==> config.mk <==
export PLATFORM = sky130hd
export DESIGN_NAME = fsmk_queue
export DESIGN_NICKNAME = d
export VERILOG_FILES = /design/src/fsmk_pkg.sv /design/src/fsmk_queue.sv
export SDC_FILE = /design/constraint.sdc
export NUM_CORES = 1
export LEC_CHECK = 0
export BUFFER_PORTS_ARGS = -buffer_cell sky130_fd_sc_hd__buf_2
export CAP_MARGIN = 20
export CORE_ASPECT_RATIO = 1.75
export CORE_UTILIZATION = 50
export DETAILED_ROUTE_END_ITERATION = 7
export PLACE_DENSITY_LB_ADDON = 0.2
export SLEW_MARGIN = 20
export SYNTH_ARGS = -nofsm -noshare
export SYNTH_HDL_FRONTEND = slang
export SYNTH_SLANG_ARGS = --single-unit
==> constraint.sdc <==
create_clock -name clk_i -period 2.45 [get_ports clk_i]
set_clock_uncertainty 0.15 [all_clocks]
set_input_delay 0.1225 -clock clk_i [delete_from_list [all_inputs] [get_ports clk_i]]
set_output_delay 0.1225 -clock clk_i [all_outputs]
set_load 0.005 [all_outputs]
==> src/fsmk_pkg.sv <==
// Shared constants, types and helpers of the flow shop makespan evaluator.
`default_nettype none

package fsmk_pkg;

  // Table geometry; both counts are powers of two
  localparam int MaxJobs     = 16;
  localparam int MaxMachines = 8;
  localparam int JobW        = (MaxJobs > 1) ? $clog2(MaxJobs) : 1;
  localparam int MachW       = (MaxMachines > 1) ? $clog2(MaxMachines) : 1;
  localparam int AddrW       = JobW + MachW;
  localparam int TableDepth  = 2 ** AddrW;

  // Field widths of the channels
  localparam int ActionW = 2;
  localparam int JobIdW  = 4;
  localparam int MachIdW = 3;
  localparam int PtimeW  = 8;
  localparam int TimeW   = 16;
  localparam int SeqW    = 8;
  localparam int CfgW    = 4;

  localparam logic [CfgW-1:0] CfgReset = 4'd8;

  // Queue between front and back
  localparam int QueueDepth = 2;
  localparam int QPtrW      = (QueueDepth > 1) ? $clog2(QueueDepth) : 1;
  localparam int QCntW      = $clog2(QueueDepth + 1);

  typedef enum logic [ActionW-1:0] {
    ACT_LOAD  = 2'd0,
    ACT_SCHED = 2'd1,
    ACT_CLEAR = 2'd2
  } action_e;

  typedef enum logic [1:0] {
    OP_LOAD  = 2'd0,
    OP_SCHED = 2'd1,
    OP_CLEAR = 2'd2
  } op_e;

  typedef struct packed {
    op_e               op;
    logic [JobW-1:0]   job;
    logic [MachW-1:0]  mach;
    logic [PtimeW-1:0] ptime;
    logic              last;
  } item_t;

  typedef struct packed {
    logic empty;
    logic full;
  } q_stat_t;

  typedef struct packed {
    logic pop;
    logic running;
  } back_stat_t;

  // Index of the last machine in use; zero acts as one, too many as all
  function automatic logic [MachW-1:0] last_machine(input logic [CfgW-1:0] used);
    logic [5:0] used_w;
    logic [5:0] last_w;
    used_w = 6'(used);
    if (used_w == 6'd0) begin
      last_w = 6'd0;
    end else if (used_w > 6'(MaxMachines)) begin
      last_w = 6'(MaxMachines - 1);
    end else begin
      last_w = used_w - 6'd1;
    end
    return last_w[MachW-1:0];
  endfunction

endpackage

`default_nettype wire

==> src/fsmk_queue.sv <==
// Short queue of decoded transactions between front and back.
`default_nettype none

module fsmk_queue import fsmk_pkg::*; (
  input  logic       clk_i,
  input  logic       rst_ni,
  input  logic       push_i,
  input  item_t      item_i,
  input  back_stat_t bstat_i,
  output q_stat_t    q_stat_o,
  output item_t      head_o
);

  item_t            slot_q [QueueDepth];
  logic [QPtrW-1:0] wr_ptr_q, wr_ptr_d;
  logic [QPtrW-1:0] rd_ptr_q, rd_ptr_d;
  logic [QCntW-1:0] count_q, count_d;
  logic             do_push;
  logic             do_pop;

  assign q_stat_o.empty = (count_q == '0);
  assign q_stat_o.full  = (count_q == QCntW'(QueueDepth));
  assign head_o         = slot_q[rd_ptr_q];

  assign do_push = push_i && !q_stat_o.full;
  assign do_pop  = bstat_i.pop && !q_stat_o.empty;

  // Advance pointers with wrap at the queue depth
  always_comb begin
    wr_ptr_d = wr_ptr_q;
    rd_ptr_d = rd_ptr_q;
    count_d  = count_q;
    if (do_push) begin
      wr_ptr_d = (wr_ptr_q == QPtrW'(QueueDepth - 1)) ? '0 : wr_ptr_q + 1'b1;
    end
    if (do_pop) begin
      rd_ptr_d = (rd_ptr_q == QPtrW'(QueueDepth - 1)) ? '0 : rd_ptr_q + 1'b1;
    end
    case ({do_push, do_pop})
      2'b10:   count_d = count_q + 1'b1;
      2'b01:   count_d = count_q - 1'b1;
      default: count_d = count_q;
    endcase
  end

  always_ff @(posedge clk_i or negedge rst_ni) begin
    if (!rst_ni) begin
      wr_ptr_q <= '0;
      rd_ptr_q <= '0;
      count_q  <= '0;
    end else begin
      wr_ptr_q <= wr_ptr_d;
      rd_ptr_q <= rd_ptr_d;
      count_q  <= count_d;
    end
  end

  // Store the entry
  always_ff @(posedge clk_i) begin
    if (do_push) begin
      slot_q[wr_ptr_q] <= item_i;
    end
  end

endmodule

`default_nettype wire

==> qor.json, run 1 <==
{
  "floorplan": {
    "io_pins": 43,
    "std_cell_rows": 26,
    "dieHeight_um": 75.5,
    "initial_utilization_pct": 52.8,
    "die_width_um": 44.0,
    "floorplan.die_area_um2": 3330,
    "placeableCoreArea_um2": 2930
  },
  "logic_synthesis": {
    "ys_seq_area_share_pct": 76.4,
    "synth_cell_type_count": 15,
    "post_synth_instance_area_um2": 1550,
    "synthTopCellsByArea": "sky130_fd_sc_hd__edfxtp_1, sky130_fd_sc_hd__mux2_4, sky130_fd_sc_hd__mux2_2",
    "ys_seq_elements": 40,
    "synthesis.yosys.warnings": 0,
    "syn_avg_cell_area_um2": 20.9,
    "postSynthCellCount": 74,
    "yosysTopAreaCell": "sky130_fd_sc_hd__edfxtp_1",
    "total_nets_after_synthesis": 98,
    "synth_top_area_share_pct": 70.0
  },
  "finish": {
    "layout-drive-gt1-share_pct": 50.7,
    "layout.cells.most_common_list": "sky130_fd_sc_hd__buf_2, sky130_fd_sc_hd__edfxtp_1, sky130_fd_sc_hd__dlygate4sd3_1, sky130_fd_sc_hd__mux2_4, sky130_fd_sc_hd__mux2_2",
    "multiInputGateArea_um2": 332,
    "layout.cells.most_common": "sky130_fd_sc_hd__buf_2",
    "layout.filler_cells": 213,
    "nNetsFinal": 167,
    "flow.area_growth_from_synthesis_pct": 33.6,
    "diodes": 0,
    "seqCellArea_um2": 1180
  },
  "clock_network": {
    "cts_buffers": 5,
    "cts.clk_slew.worst_paths_ns": 0.07,
    "ctsHtreeMaxLevel": 2,
    "clock_tree.root_cell": "sky130_fd_sc_hd__clkbuf_8",
    "total_of_cells_resized_after_clock_tree_synthesis": 0,
    "cts_tree": "yes",
    "clock_sinks": 40,
    "clk_latency_ns": 0.29,
    "clk_path_buf_depth": 2
  },
  "critical_path": {
    "critPathArrivalTime_ns": 1.71,
    "startpoint_type": "flip-flop",
    "path_class": "flip-flop to primary output",
    "setup.worst_path.end_class": "primary output",
    "maximum_fanout_along_the_worst_path": 11,
    "worst-endpoint-required_ns": 2.18
  },
  "run": {
    "cap_violations": 0
  },
  "timing": {
    "report.final.slew_viol_count": 0,
    "smallest_setup_slack_after_layout_ns": 0.470,
    "finalWorstPathRequiredPeriod_ns": 1.98,
    "worst_pin_slew_ns": 0.461,
    "fin_setup_tns_ns": 0,
    "finalHoldViolations": 0,
    "setup_viols_final": 0,
    "rsz_0062_raised_after_global_routing": "false",
    "clock.fmax_ghz": 0.505,
    "headroom_to_the_max_slew_limit_pct": 69.3,
    "min_period_over_period_pct": 80.8
  },
  "routing": {
    "drt-pass1-iter-count": 6,
    "drt_drc": 2,
    "antenna_violating_nets_post_route": 0,
    "postRouteWirelength_mm": 2.53,
    "drt_iter0_markers": 33,
    "wl_per_cell_um": 14.7,
    "vias": 856,
    "avgViaCountPerCell": 4.98
  },
  "outcome": {
    "failed_checks": "DRC",
    "run_status": "finished with violations"
  },
  "grt": {
    "grt_start_max_net_pins": 14,
    "grt_pass1_vias": 867,
    "grt_first_pass_wirelength_mm": 3.86,
    "antenna_found_initial": 0,
    "total_track_usage_pct": 17.1,
    "global_route.overflow_total": 0
  },
  "power_and_ir_drop": {
    "leakage_nw": 0.852,
    "powerDensity_nw_per_um2": 1040,
    "vdd.ir_drop.worst_mv": 0.781
  },
  "placement": {
    "io_buffer_count": 41,
    "pre_cts_ws_ns": 0.706,
    "place_hpwl_mm": 1.59,
    "place.gp.congestion": 0.673
  },
  "worst_hold_path": {
    "hp-class": "primary input to async pin"
  }
}
==> kinds of logic (layout without fill, tap and decap cells) <==
group | count (synthesis) | in the layout | share of synthesized area, %
XOR/XNOR | 5 | 5 | 2.83
adder cells (fa/ha/maj) | 1 | 1 | 0.810
buffers and inverters | 3 | 73 | 2.27
flip-flops | 40 | 40 | 76.4
multiplexers | 18 | 18 | 15.3
AND/OR/NAND/NOR | 7 | 7 | 2.35
==> flip-flops by register name, indices dropped and copies added, names as in the netlist <==
name	flops
rd_ptr_q	1
count_q	2
slot_q	36
wr_ptr_q	1
==> per-stage QoR <==
step	instances	hold WS, ns	utilization (%)	power [mW]	cell area, µm²
CTS	172	0.00761	70.5	2.17	2060
floorplan	74	-0.323	-	1.50	1550
detailed placement	145	-0.214	61.0	1.72	1790
global route	172	0.0205	70.5	2.26	2060
finish	172	0.0290	70.5	2.14	2060
global placement	145	-0.218	61.0	1.69	1790
==> timing repair <==
| item | CTS | global route |
|---|---|---|
| hold endpoints to repair | 40 | 0 |
| buffers inserted | 0 | 0 |
| hold buffers | 19 | 0 |
==> report_power, final <==
part           switching, mW  total, mW  internal [mW]
combinational          0.294      0.694          0.400
sequential            0.0939       1.03          0.941
clock                  0.215      0.413          0.198
==> critical path, stage by stage (launching register included) <==
cell and delay, ns:
sky130_fd_sc_hd__dfrtp_1 0.63, sky130_fd_sc_hd__buf_4 0.30, sky130_fd_sc_hd__mux2_2 0.36, sky130_fd_sc_hd__buf_2 0.13
==> worst paths after layout <==
path | from | cells past startpoint | endpoint | slack [ns]
min reg2reg | count_q[1] | 1 | count_q[1] | 0.35
max in group asynchronous | rst_ni | 2 | rd_ptr_q | 2.00
min | rst_ni | 2 | wr_ptr_q | 0.03
max | rd_ptr_q | 3 | head_o[5] | 0.47
min in group clk_i | bstat_i[1] | 3 | rd_ptr_q | 0.06
max reg2reg | count_q[0] | 3 | slot_q[1][2] | 0.68
==> cells in the mapped netlist (all sizes together) <==
cell type,count
nand2,1
edfxtp,36
dfrtp,4
inv,1
and3,1
xor2,2
buf,2
nor2b,1
ha,1
nand2b,1
mux2,18
nor2,3
xnor2,3
==> cell type report <==
| cell class | instances | area share, % |
|---|---|---|
| clock inverter | 3 | 0.909 |
| inverter | 1 | 0.182 |
| sequential | 40 | 57.2 |
| tap | 28 | 1.70 |
| multi-input combinational | 31 | 16.1 |
| timing repair buffer | 64 | 20.6 |
| clock buffer | 5 | 3.33 |
==> layer usage <==
| metal | global-route usage [%] | vias to the layer above | wire length [µm] |
|---|---|---|---|
| met4 | 9.09 | 0 | 40 |
| met2 | 29.6 | 29 | 1420 |
| met1 | 17.9 | 408 | 935 |
| li1 | - | 415 | - |
| met5 | 0 | - | 0 |
| met3 | 6.16 | 4 | 137 |
Note: power is estimated with default switching activity, not from simulation.
==> run 2, diff against run 1 <==
--- a/config.mk
+++ b/config.mk
@@ -8,7 +8,7 @@
 export BUFFER_PORTS_ARGS = -buffer_cell sky130_fd_sc_hd__buf_2
 export CAP_MARGIN = 20
 export CORE_ASPECT_RATIO = 1.75
-export CORE_UTILIZATION = 50
+export CORE_UTILIZATION = 45
 export DETAILED_ROUTE_END_ITERATION = 7
 export PLACE_DENSITY_LB_ADDON = 0.2
 export SLEW_MARGIN = 20
==> constraint.sdc (replaced) <==
create_clock -name clk_i -period 1.7 [get_ports clk_i]
set_clock_uncertainty 0.15 [all_clocks]
set_input_delay 0.085 -clock clk_i [delete_from_list [all_inputs] [get_ports clk_i]]
set_output_delay 0.085 -clock clk_i [all_outputs]
set_load 0.005 [all_outputs]
==> run 2 against run 1 <==
  * The flow now finishes without violations
  * Core utilization decreased by 3.3 points
  * Worst hold slack gained 0.049 ns
  * Cell count rose by 9.9%
  * Clock power is 49% higher
  * First-iteration DRC count decreased by 67%
  * Largest cell class unchanged
  * Largest power group unchanged
==> qor.json, run 2 (same netlist as run 1, synthesis figures left out) <==
{
  "clock_network": {
    "clock_tree.root_cell": "sky130_fd_sc_hd__clkbuf_8",
    "cts_tree": "yes",
    "clk_latency_ns": 0.28,
    "clock_sinks": 40,
    "cts_buffers": 5,
    "clk_path_buf_depth": 2,
    "ctsHtreeMaxLevel": 2,
    "cts.clk_slew.worst_paths_ns": 0.07
  },
  "finish": {
    "largest_reg_flops": 36,
    "diodes": 0,
    "nNetsFinal": 169,
    "seqCellArea_um2": 1180,
    "registers.top_by_ff_count": "slot_q",
    "flow.area_growth_from_synthesis_pct": 39.7,
    "layout.filler_cells": 244,
    "layout.cells.most_common": "sky130_fd_sc_hd__buf_2",
    "multiInputGateArea_um2": 347,
    "reg_top3": "slot_q (36), count_q (2)",
    "layout-drive-gt1-share_pct": 50.0,
    "layout.cells.most_common_list": "sky130_fd_sc_hd__buf_2, sky130_fd_sc_hd__edfxtp_1, sky130_fd_sc_hd__dlygate4sd3_1, sky130_fd_sc_hd__mux2_4, sky130_fd_sc_hd__mux2_2",
    "layout.cell_area.non_filler_um2": 2160,
    "final_util_pct": 67.3
  },
  "routing": {
    "postRouteWirelength_mm": 2.51,
    "wl_per_cell_um": 13.3,
    "drt_drc": 0,
    "drt_iter0_markers": 11,
    "avgViaCountPerCell": 4.67,
    "antenna_violating_nets_post_route": 0,
    "vias": 883,
    "drt-pass1-iter-count": 2
  },
  "run": {
    "cap_violations": 0
  },
  "placement": {
    "place_hpwl_mm": 1.62,
    "place.gp.congestion": 0.628,
    "io_buffer_count": 41,
    "postPlaceCellArea_um2": 1840
  },
  "floorplan": {
    "std_cell_rows": 27,
    "initial_utilization_pct": 48.1,
    "placeableCoreArea_um2": 3210,
    "dieHeight_um": 79.5,
    "floorplan.die_area_um2": 3680,
    "die_width_um": 46.3,
    "io_pins": 43
  },
  "critical_path": {
    "crit_path_cell_trace": "buf_12, mux2_2, buf_2",
    "slowest_stage": "sky130_fd_sc_hd__dfrtp_1",
    "regToRegEndpoint": "count_q[1]",
    "ff2ff_path_depth": 6,
    "worst-endpoint-required_ns": 1.46,
    "worst-path-stages": 3,
    "critical_path_buf_inv_count": 2,
    "rr_startpoint": "count_q[0]",
    "timing.critical_path.slowest_cell_delay_ns": 0.41,
    "maximum_fanout_along_the_worst_path": 18,
    "critPathArrivalTime_ns": 1.37,
    "path_delay_family": "flip-flops",
    "worst-r2r-setup-slack_ns": 0.14,
    "startpoint_type": "flip-flop",
    "setup.worst_path.end_class": "primary output",
    "path_class": "flip-flop to primary output"
  },
  "worst_hold_path": {
    "worstHoldEndpoint": "rd_ptr_q",
    "hold_start": "bstat_i[1]",
    "cells_on_worst_hold_path": 3,
    "hp-class": "primary input to flip-flop"
  },
  "timing": {
    "worst_pin_slew_ns": 0.216,
    "finalHoldViolations": 0,
    "report.final.slew_viol_count": 0,
    "setup_viols_final": 0,
    "clock.fmax_ghz": 0.625,
    "fin_setup_tns_ns": 0,
    "min_period_over_period_pct": 94.2,
    "rsz_0062_raised_after_global_routing": "false",
    "finalWorstPathRequiredPeriod_ns": 1.60,
    "headroom_to_the_max_slew_limit_pct": 85.6
  },
  "power_and_ir_drop": {
    "report.power.total_mw": 3.22,
    "leakage_nw": 0.869,
    "powerDensity_nw_per_um2": 1490,
    "vdd.ir_drop.worst_mv": 1.12
  },
  "grt": {
    "grt_first_pass_wirelength_mm": 4.02,
    "total_track_usage_pct": 16.4,
    "grt_start_max_net_pins": 19,
    "grt_pass1_vias": 990,
    "global_route.overflow_total": 0,
    "antenna_found_initial": 0
  },
  "outcome": {
    "run_status": "finished, final reports clean"
  }
}
## run 2: cell count changes in the layout (fill, tap and decap cells not counted), sizes merged
cell	delta
clkinv	-3
clkbuf	+3
dlygate4sd3	+2
## run 2: timing repair
action	in CTS	in global routing
gates resized for setup	0	2
hold buffers	21	0
setup endpoints to repair	0	1
endpoints found under the hold margin	41	0
buffers inserted	0	1
## run 2: power breakdown
part | internal, mW | switching [mW] | leakage [nW]
clock | 0.330 | 0.287 | 0.0455
sequential | 1.36 | 0.0950 | 0.381
combinational | 0.672 | 0.483 | 0.443
total | 2.36 | 0.865 | 0.869
## run 2: worst max path at each step
stage	end	startpoint
5_1_grt	count_q[1]	count_q[0]
4_1_cts	head_o[17]	rd_ptr_q
2_1_floorplan	slot_q[0][0]	count_q[0]
6_report	head_o[17]	rd_ptr_q
3_3_place_gp	count_q[1]	count_q[0]
3_5_place_dp	count_q[1]	count_q[0]
## run 2: through the flow
step	std cells	hold WS [ns]	setup WS, ns
global placement	159	-0.257	0.207
detailed placement	159	-0.249	0.138
CTS	188	0.0175	0.0713
floorplan	74	-0.361	0.0304
finish	189	0.0779	0.0993
global route	189	0.0864	0.0360
## run 2: per-layer routing
| layer | vias up | part of all wire (%) | GRT usage [%] |
|---|---|---|---|
| li1 | 420 | - | - |
| met1 | 429 | 34 | 12.8 |
| met2 | 29 | 58 | 30.8 |
| met3 | 5 | 5.2 | 5.66 |
| met4 | 0 | 2.6 | 9.71 |
| met5 | - | 0 | 0 |
## run 2: area by class of cell
cell class	instances	share of cell area, %
Sequential cell	40	54.7
Timing Repair Buffer	66	22.4
Multi-Input combinational cell	31	16.1
Clock buffer	8	4.17
Tap cell	43	2.49
Inverter	1	0.174
## run 2: worst reg2reg max path, delay by kind of cell (launching register included)
kind,cells,cell delay (ns)
flip-flops,1,0.40
AND/OR/NAND/NOR,3,0.39
XOR/XNOR,2,0.31
adder cells (fa/ha/maj),1,0.20
==> run 3, diff against run 2 <==
--- a/config.mk
+++ b/config.mk
@@ -5,11 +5,14 @@
 export SDC_FILE = /design/constraint.sdc
 export NUM_CORES = 1
 export LEC_CHECK = 0
+export ABC_AREA = 1
 export BUFFER_PORTS_ARGS = -buffer_cell sky130_fd_sc_hd__buf_2
 export CAP_MARGIN = 20
 export CORE_ASPECT_RATIO = 1.75
-export CORE_UTILIZATION = 45
+export CORE_UTILIZATION = 46
+export CTS_CLUSTER_SIZE = 30
 export DETAILED_ROUTE_END_ITERATION = 7
+export MAX_ROUTING_LAYER = met4
 export PLACE_DENSITY_LB_ADDON = 0.2
 export SLEW_MARGIN = 20
 export SYNTH_ARGS = -nofsm -noshare
==> run 3 against run 2 <==
  * Clock power shrank 6.2%
  * Die area grew 0.28%
  * Sequential share of layout area is essentially flat
  * Register-to-register slack lost 0.03 ns
  * Global-route usage grew 3.5 points
  * Critical endpoint is now count_q[1]
  * Cell count grew 29%
  * Largest cell class unchanged
  * Wire length grew 26%
  * Via count grew 25%
  * Flip-flop and latch count is the same
==> qor.json, run 3 <==
{
  "power_and_ir_drop": {
    "powerDensity_nw_per_um2": 1490,
    "report.power.total_mw": 3.21,
    "leakage_nw": 0.977,
    "vdd.ir_drop.worst_mv": 1.37
  },
  "routing": {
    "avgViaCountPerCell": 4.53,
    "drt_drc": 0,
    "vias": 1102,
    "antenna_violating_nets_post_route": 0,
    "drt-pass1-iter-count": 4,
    "drt_iter0_markers": 34,
    "wl_per_cell_um": 13.0,
    "postRouteWirelength_mm": 3.15
  },
  "clock_network": {
    "clk_path_buf_depth": 2,
    "clock_sinks": 40,
    "ctsHtreeMaxLevel": 2,
    "postCtsSetupBuffers": 0,
    "clock_tree.root_cell": "sky130_fd_sc_hd__clkbuf_8",
    "cts_buffers": 5,
    "cts_tree": "yes",
    "clk_latency_ns": 0.28,
    "cts.clk_slew.worst_paths_ns": 0.07
  },
  "timing": {
    "report.final.slew_viol_count": 0,
    "worst_pin_slew_ns": 0.346,
    "clock.fmax_ghz": 0.630,
    "headroom_to_the_max_slew_limit_pct": 76.9,
    "fin_setup_tns_ns": 0,
    "finalWorstPathRequiredPeriod_ns": 1.59,
    "min_period_over_period_pct": 93.3,
    "finalHoldViolations": 0,
    "timing.hold.ws_ns": 0.353,
    "rsz_0062_raised_after_global_routing": "false",
    "setup_viols_final": 0
  },
  "worst_hold_path": {
    "hold_start": "wr_ptr_q",
    "hp-class": "flip-flop to flip-flop"
  },
  "floorplan": {
    "die_width_um": 46.4,
    "placeableCoreArea_um2": 3210,
    "io_pins": 43,
    "initial_utilization_pct": 49.4,
    "dieHeight_um": 79.6,
    "std_cell_rows": 27,
    "floorplan.die_area_um2": 3690
  },
  "placement": {
    "io_buffer_count": 41,
    "place.gp.congestion": 0.687,
    "place_hpwl_mm": 2.06
  },
  "run": {
    "cap_violations": 0
  },
  "critical_path": {
    "critPathArrivalTime_ns": 1.61,
    "startpoint_type": "flip-flop",
    "maximum_fanout_along_the_worst_path": 5,
    "worst-endpoint-required_ns": 1.72,
    "launch_point_of_the_worst_path": "count_q[0]",
    "path_class": "flip-flop to flip-flop",
    "rr_startpoint": "count_q[0]",
    "setup.worst_path.end_class": "flip-flop"
  },
  "logic_synthesis": {
    "postSynthCellCount": 126,
    "post_synth_instance_area_um2": 1580,
    "synth_top_area_share_pct": 68.2,
    "async_set_or_reset_register_ratio_after_synthesis_pct": 10.0,
    "synthTopCellsByArea": "sky130_fd_sc_hd__edfxtp_1, sky130_fd_sc_hd__nand2_1, sky130_fd_sc_hd__dfrtp_1",
    "synth-main-ff-cell": "sky130_fd_sc_hd__edfxtp_1",
    "top_cell_types_by_occurrence_after_synthesis": "sky130_fd_sc_hd__nand2_1, sky130_fd_sc_hd__edfxtp_1, sky130_fd_sc_hd__nand2_2",
    "yosysTopAreaCell": "sky130_fd_sc_hd__edfxtp_1",
    "synthesis.yosys.warnings": 0,
    "ys_seq_elements": 40,
    "syn_avg_cell_area_um2": 12.6,
    "total_nets_after_synthesis": 150,
    "synth-edff-count": 36,
    "synth.most_common_cell": "sky130_fd_sc_hd__nand2_1",
    "synth_cell_type_count": 16,
    "ys_seq_area_share_pct": 74.6
  },
  "finish": {
    "largest_reg_flops": 36,
    "layout.cells.most_common": "sky130_fd_sc_hd__nand2_1",
    "layout.cells.most_common_list": "sky130_fd_sc_hd__nand2_1, sky130_fd_sc_hd__buf_2, sky130_fd_sc_hd__edfxtp_1, sky130_fd_sc_hd__dlygate4sd3_1, sky130_fd_sc_hd__nand2_2",
    "nNetsFinal": 223,
    "registers.top_by_ff_count": "slot_q",
    "diodes": 0,
    "reg_top3": "slot_q (36), count_q (2)",
    "layout-drive-gt1-share_pct": 36.5,
    "flow.area_growth_from_synthesis_pct": 36.3
  },
  "grt": {
    "global_route.overflow_total": 0,
    "grt_pass1_vias": 1105,
    "total_track_usage_pct": 19.9,
    "grt_start_max_net_pins": 20,
    "antenna_found_initial": 0,
    "grt_first_pass_wirelength_mm": 4.89
  },
  "outcome": {
    "run_status": "finished, final reports clean"
  }
}
run 3: cell count changes after synthesis, sizes merged:
cell	change
xnor2	-2
mux2	-18
buf	+1
nor2b	-1
xor2	-2
and3	-1
nand2b	-1
nand3	+3
nor2	-1
nand4	+1
nand2	+63
inv	+9
o21ai	+1
run 3: repair_timing:
action | CTS | global route
resized for setup | 0 | 1
setup endpoints to repair | 0 | 1
endpoints found under the hold margin | 42 | 0
hold buffers | 22 | 0
run 3: final timing paths:
kind,end,slack (ns),depth (start not counted)
min,wr_ptr_q,0.35,2
max,count_q[1],0.11,9
min reg2reg,wr_ptr_q,0.35,2
max reg2reg,count_q[1],0.11,9
min in group asynchronous,count_q[1],0.58,3
max in group asynchronous,count_q[0],0.61,3
run 3: cell families (layout without fill, tap and decap cells):
logic type / Yosys count / count (layout) / share of synthesized area [%]
AOI/OAI and AO/OA: 1 / 1 / 0.553
buffers and inverters: 13 / 87 / 4.50
xor gates and xnor gates: 1 / 1 / 0.553
adders and majority gates: 1 / 1 / 0.790
and+or+nand+nor: 70 / 70 / 19.0
DFF: 40 / 40 / 74.6
run 3: through the flow:
| step | instances | cell area, µm² | utilization (%) | setup WS (ns) |
|---|---|---|---|---|
| after floorplan | 126 | 1590 | - | 0.134 |
| after global placement | 213 | 1860 | 57.9 | 0.232 |
| after detailed placement | 213 | 1860 | 57.9 | 0.127 |
| after CTS | 243 | 2160 | 67.3 | 0.0953 |
| after global routing | 243 | 2160 | 67.3 | 0.0249 |
| final | 243 | 2160 | 67.3 | 0.113 |
run 3: area by class of cell:
class,count,area (µm²)
sequential,40,1180
fill,250,1050
timing repair buffer,69,470
multi-input combinational,73,334
clock buffer,7,76.3
tap,43,53.8
inverter,10,37.5
clock inverter,1,5.00
run 3: worst max-delay path: stages (launching register included):
cell                      delay (ns)
sky130_fd_sc_hd__dfrtp_2        0.46
sky130_fd_sc_hd__inv_2          0.09
sky130_fd_sc_hd__nand2_2        0.07
sky130_fd_sc_hd__nand2_2        0.07
sky130_fd_sc_hd__inv_1          0.05
sky130_fd_sc_hd__ha_1           0.30
sky130_fd_sc_hd__inv_1          0.09
sky130_fd_sc_hd__nand3_1        0.08
sky130_fd_sc_hd__nand2_1        0.06
sky130_fd_sc_hd__nand2_1        0.05
run 3: power by group:
part           switching, mW  internal, mW
Clock                  0.291         0.288
Combinational          0.696         0.477
Sequential             0.102          1.35
Total                   1.09          2.12
run 3: metal layers:
metal	share of wire [%]	GRT usage (%)	vias to the layer above
met4	1.7	8.82	0
met1	36	19.1	515
met2	59	35.1	26
met3	2.8	4.75	6
li1	-	-	555
met5	0	-	-
